==> src/lslc_divider.sv <==
// Module: signed restoring divider, one quotient bit per cycle, truncating.
`timescale 1ns / 1ps
module lslc_divider (
	input  logic               clk,
	input  logic               arst_n,
	input  logic               start,
	input  logic signed [9:0]  dividend,
	input  logic [6:0]         divisor,
	output logic               done,
	output logic signed [9:0]  quotient
);
	logic [8:0] rem_q;
	logic [8:0] mag_q;
	logic [8:0] quo_q;
	logic [6:0] den_q;
	logic       neg_q;
	logic [3:0] cnt_q;
	logic       busy_q;
	logic [9:0] trial;
	logic [8:0] shifted;

	assign shifted = {rem_q[7:0], mag_q[8]};
	assign trial = {1'b0, shifted} - {3'b0, den_q};

	// step one bit per cycle while busy
	always_ff @(posedge clk or negedge arst_n) begin
		if (!arst_n) begin
			busy_q <= 1'b0;
			cnt_q <= '0;
			done <= 1'b0;
		end else begin
			done <= 1'b0;
			if (start) begin
				busy_q <= 1'b1;
				cnt_q <= 4'd9;
			end else if (busy_q) begin
				cnt_q <= cnt_q - 4'd1;
				if (cnt_q == 4'd1) begin
					busy_q <= 1'b0;
					done <= 1'b1;
				end
			end
		end
	end

	always_ff @(posedge clk) begin
		if (start) begin
			rem_q <= '0;
			mag_q <= dividend[9] ? 9'(-dividend) : dividend[8:0];
			neg_q <= dividend[9];
			den_q <= divisor;
			quo_q <= '0;
		end else if (busy_q) begin
			mag_q <= {mag_q[7:0], 1'b0};
			if (!trial[9]) begin
				rem_q <= trial[8:0];
				quo_q <= {quo_q[7:0], 1'b1};
			end else begin
				rem_q <= shifted;
				quo_q <= {quo_q[7:0], 1'b0};
			end
		end
	end

	assign quotient = neg_q ? -$signed({1'b0, quo_q}) : $signed({1'b0, quo_q});
endmodule

==> config.mk <==
export PLATFORM = sky130hd
export DESIGN_NAME = lslc_divider
export DESIGN_NICKNAME = d
export VERILOG_FILES = /design/src/lslc_divider.sv
export SDC_FILE = /design/constraint.sdc
export NUM_CORES = 1
export LEC_CHECK = 0
export ABC_AREA = 1
export ABC_CLOCK_PERIOD_IN_PS = 1600
export BUFFER_PORTS_ARGS = -buffer_cell sky130_fd_sc_hd__buf_4
export CAP_MARGIN = 20
export CORE_UTILIZATION = 38
export DETAILED_ROUTE_END_ITERATION = 10
export GPL_TIMING_DRIVEN = 0
export HOLD_SLACK_MARGIN = 0.1
export SYNTH_ARGS = -nofsm -noshare
export SYNTH_HDL_FRONTEND = slang
export SYNTH_SLANG_ARGS = --single-unit
==> constraint.sdc <==
create_clock -name clk -period 1.6 [get_ports clk]
set_clock_uncertainty 0.05 [all_clocks]
set_input_delay 0.24 -clock clk [delete_from_list [all_inputs] [get_ports clk]]
set_output_delay 0.24 -clock clk [all_outputs]
set_load 0.01 [all_outputs]
; ---- Word level (Yosys, flattened, before mapping)
; Index checks and enable logic that the tools add are counted.
; Widths: inputs -> output; s select.
[word_totals]
word_cells = 28
input_bits = 20
register_bits = 40
output_inout_bits = 11
[op_classes]
eq_ne = 1
n_addsub = 4
reduce_logical = 1
n_mux = 14
[ops]
columns = operator, n
row1 = $mux 9, 3
row2 = $mux 10, 1
row3 = $neg 9->10, 1
row4 = $sub 9x7->10, 1
row5 = $neg 9->9, 1
row6 = $mux 4, 2
row7 = $mux 8, 1
row8 = $mux 1, 7
row9 = $eq 4x1->1 const B, 1
row10 = $sub 4x1->4 const B, 1
row11 = $reduce_bool 2->1, 1

; ---- Logic depth before layout (Yosys ltp)
[depth]
depth_word = 4
depth_mapped = 12
mapped_depth_nobuf = 12

; ---- Worst setup path before layout
; OpenSTA, ideal clock, no wires.
[synth_timing]
kind = reg-to-reg
startpoint = register mag_q[8]
endpoint = register rem_q[4]
setup_time_ps = 112
path_stages_with_launch = 12
n_path_buf = 0
required_ps = 1438
arrival_ps = 1361
period_less_slack_ps = 1523
path_slack_ps = 77
cell_sequence = edfxtp_1 > inv_1 > ha_1 > fa_1 > inv_1 > nand2_1 > nand3_1 > nand2_1 > nand2_1 > nand2_1 > nand2_1 > nand2_1
[synth_between]
elab_chain_len = 2
[synth_lines]
columns = element, line_no
row1 = start: declaration, 13  ; logic [8:0] mag_q;
row2 = start signal: assignment, 49  ; mag_q <= dividend[9] ? 9'(-dividend) : dividend[8:0];
row3 = start signal: assignment, 54  ; mag_q <= {mag_q[7:0], 1'b0};
row4 = $sub 9x7->10, 23  ; assign trial = {1'b0, shifted} - {3'b0, den_q};
row5 = $mux 8, 55  ; if (!trial[9]) begin
row6 = end signal: assignment, 56  ; rem_q <= trial[8:0];
row7 = end signal: assignment, 59  ; rem_q <= shifted;
row8 = end: declaration, 12  ; logic [8:0] rem_q;
; No other way between the ends.
; A chain may end at the register's enable or synchronous reset.

; ---- Worst setup path in the final report
[layout_timing]
startpoint = register quo_q[0]
endpoint = output port quotient[8]
[layout_between]
elab_chain_len = 2
[layout_lines]
columns = element, line_no
row1 = start: declaration, 14  ; logic [8:0] quo_q;
row2 = start signal: assignment, 57  ; quo_q <= {quo_q[7:0], 1'b1};
row3 = start signal: assignment, 60  ; quo_q <= {quo_q[7:0], 1'b0};
row4 = $neg 9->10, 65  ; assign quotient = neg_q ? -$signed({1'b0, quo_q}) : $signed({1'b0, quo_q});
row5 = $mux 10, 65
row6 = end: declaration, 10  ; output logic signed [9:0] quotient
; No other way between the ends.

==> results.md <==
* Status: finished, violations left
* Violated checks: negative setup slack
* Routability cong. at 0.743
* Post-synth EDFFs at 17
* CTS Buf Count at 5
* First-pass GRT wire length at 8330 um
* Fin crit period at 1.88 ns
* Final hold violations at 0
* Crit path largest cell delay at 0.37 ns
* Final nets at 398
* Sequential-to-total area share from yosys stat at 0.428
* RSZ-0062 raised after global routing: yes
* Clock Sinks at 40
* Cell area after layout at 3330 sq um
* Fin crit share at 1.17
* Yosys top cell by area: edfxtp_1
* Post-DP HPWL at 3290 um
* DR pass1 iterations at 4
* Top post-synthesis cells by area: edfxtp_1, dfxtp_1, nand2_1
* DIE WIDTH at 80.4 um
* Fin util at 0.563
* Pin count of the biggest net entering global routing at 19
* Setup ws final at -0.276 ns
* I/O Buffers at 30
* Worst-margin pin slew at 0.419 ns
* Die Area at 6470 sq um
* Pwr Density at 1490 nW/um^2
* Synth top cells by count: nand2_1, inv_1, nand3_1
* GRT overflow at 0
* DRT Wirelength at 5310 um
* Ant diodes at 0
* Max Fclk at 0.533 GHz
* Core ar. at 5920 sq um
* Synth top area share at 0.218
* Initial antenna violation count at 0
* Post-route ant nets at 0
* Routed length per instance at 12.0 um
* CTS tree: built
* Synthesized instance count at 299
* Syn_nets at 331
* P_leak at 1.62 nW
* Top Ports at 31
* Max-Cap Viols at 0
* Distinct cells, synth at 30
* Clock-pin slew on the worst setup and hold paths at 0.08 ns
* Post-place instance area at 2660 sq um
* CP required at 1.31 ns
* Ys Warns at 0
* Slew Viols, Final at 0
* Layout cell share with drive strength beyond 1 at 0.354
* Slew headroom at 0.720
* Seq cells post-synth at 40
* Starting Density at 0.395
* Cell area after synthesis at 2340 sq um
* 1st-iter DRT viols at 54
* CP max stage cell: dfxtp_4
* Min-Delay Path Class: in2reg
* Fin Hold WS at 0.156 ns
* Final Instance Count excl. Fillers at 442
* Total number of vias at 2109
* CP dominant cell by count: inv_4
* VDD IR-drop max at 0.000748 V
* Final setup vio count at 9
* Top-count cell post-synth: nand2_1
* Die Span Y at 80.4 um
* CP cell instances: inv_4 > ha_4 > inv_4 > nor3_4 > nand3_2 > o21ai_2 > xor2_1 > buf_4
* Syn_area_per_cell at 7.82 sq um
* Arr. time, crit path at 1.59 ns
* Startpoint types: flip-flop
* Bufs on Longest Clock Path at 2
* Crit. End Element: output port
* Area growth syn-to-layout at 42.6%
* Crit-path max FO at 3
* Critical path type: reg2out
* Root Buffer: clkbuf_8
* Via density at 4.77
* DRC errors left at 0
* Vias in the first global route at 1924
* Total GRT Usage at 0.169
* Predominant post-synthesis flop cell: edfxtp_1
* Inst Count DP at 404
* Synth async-reset ratio at 0.150
* Setup_tns at -1.18 ns
* H-tree levels at 2
* Number of cell rows at 28
* Worst-Skew Late Latency at 0.29 ns
## cell usage in the layout, fill, tap and decap left out, types with 2 or more instances in the layout
| cell type | instances |
|---|---|
| a21oi_1 | 5 |
| a21oi_4 | 2 |
| buf_4 | 45 |
| buf_6 | 10 |
| clkbuf_8 | 7 |
| dfrtp_1 | 6 |
| dfxtp_1 | 10 |
| dfxtp_2 | 6 |
| dlygate4sd3_1 | 9 |
| edfxtp_1 | 17 |
| ha_1 | 4 |
| ha_4 | 6 |
| inv_1 | 42 |
| inv_2 | 10 |
| inv_4 | 2 |
| nand2_1 | 75 |
| nand2_2 | 12 |
| nand2_4 | 4 |
| nand2_8 | 2 |
| nand3_1 | 18 |
| nand3_2 | 7 |
| nor2_1 | 16 |
| nor2_2 | 2 |
| nor2_8 | 2 |
| nor3_4 | 3 |
| o21ai_0 | 6 |
| o21ai_1 | 7 |
| o22ai_1 | 9 |
| xor2_1 | 10 |
## through the flow
stage	power (W)	setup WS, ns
2_1_floorplan	0.00268	0.0768
3_3_place_gp	0.00314	-0.127
3_5_place_dp	0.00316	-0.146
4_1_cts	0.00440	-0.311
5_1_grt	0.00532	-0.356
6_report	0.00495	-0.276
## final timing paths
path / startpoint / end / slack (ns) / depth (start not counted)
max in group asynchronous: arst_n / busy_q$_DFF_PN0_ / 1.16 / 2
setup / recovery: quo_q[0]$_SDFFE_PP0P_ / quotient[8] / -0.28 / 8
hold reg to reg: rem_q[7]$_SDFFE_PP0P_ / rem_q[7]$_SDFFE_PP0P_ / 0.42 / 2
setup reg to reg: den_q[6]$_DFFE_PP_ / rem_q[6]$_SDFFE_PP0P_ / -0.05 / 10
min in group asynchronous: arst_n / cnt_q[0]$_DFFE_PN0P_ / 0.23 / 2
hold / removal: dividend[0] / mag_q[0]$_SDFFCE_PN0P_ / 0.16 / 3
## flip-flops by register name (all words and copies together) (netlist names)
signal	count
busy_q	1
mag_q	9
den_q	7
quo_q	9
done	1
cnt_q	4
neg_q	1
rem_q	8
## worst max-delay path, delay by kind of cell, from the launching register on
kind	cells	cell delay [ns]
AOI/OAI and AO/OA	1	0.13
and+or+nand+nor	2	0.28
buffers and inverters	3	0.23
xor gates and xnor gates	1	0.15
adders and majority gates	1	0.13
DFF	1	0.37
## logic make-up (layout without fill, tap and decap cells)
family          Yosys count  after routing  share of synthesized area
xor+xnor                 11             11                     0.0412
buf+inv                  59            127                      0.105
simple gates            145            145                      0.282
flops                    40             40                      0.428
fa+ha+maj                12             12                     0.0675
compound gates           32             32                     0.0760
## routing by layer
metal / vias to the layer above / GRT usage / wire [um]
met3: 7 / 0.0477 / 170
met1: 987 / 0.207 / 2400
met4: 0 / 0.0482 / 47
met5: - / 0 / 0
met2: 31 / 0.288 / 2690
li1: 1084 / - / -
## power breakdown
part | total, W | leakage, nW | internal (W) | switching, W
clock network | 0.000853 | 0.0627 | 0.000488 | 0.000365
logic | 0.00262 | 1.17 | 0.00126 | 0.00137
registers | 0.00148 | 0.388 | 0.00129 | 0.000188
total | 0.00495 | 1.62 | 0.00303 | 0.00192
## timing repair
item	CTS	global route
endpoints found under the hold margin	13	1
buffers inserted	10	11
hold buffers	8	1
pin swaps	17	24
gates resized for setup	27	50
setup endpoints to repair	16	17
## area by class of cell
| type | count | area [sq um] |
|---|---|---|
| plain buffers | 5 | 42.5 |
| repair buffers | 60 | 503 |
| well taps | 75 | 93.8 |
| clock buffers | 8 | 121 |
| fillers | 551 | 2590 |
| multi-input cells | 200 | 1350 |
| flip-flops and latches | 40 | 1010 |
| inverters | 54 | 208 |
(Power assumes the default switching activity.)
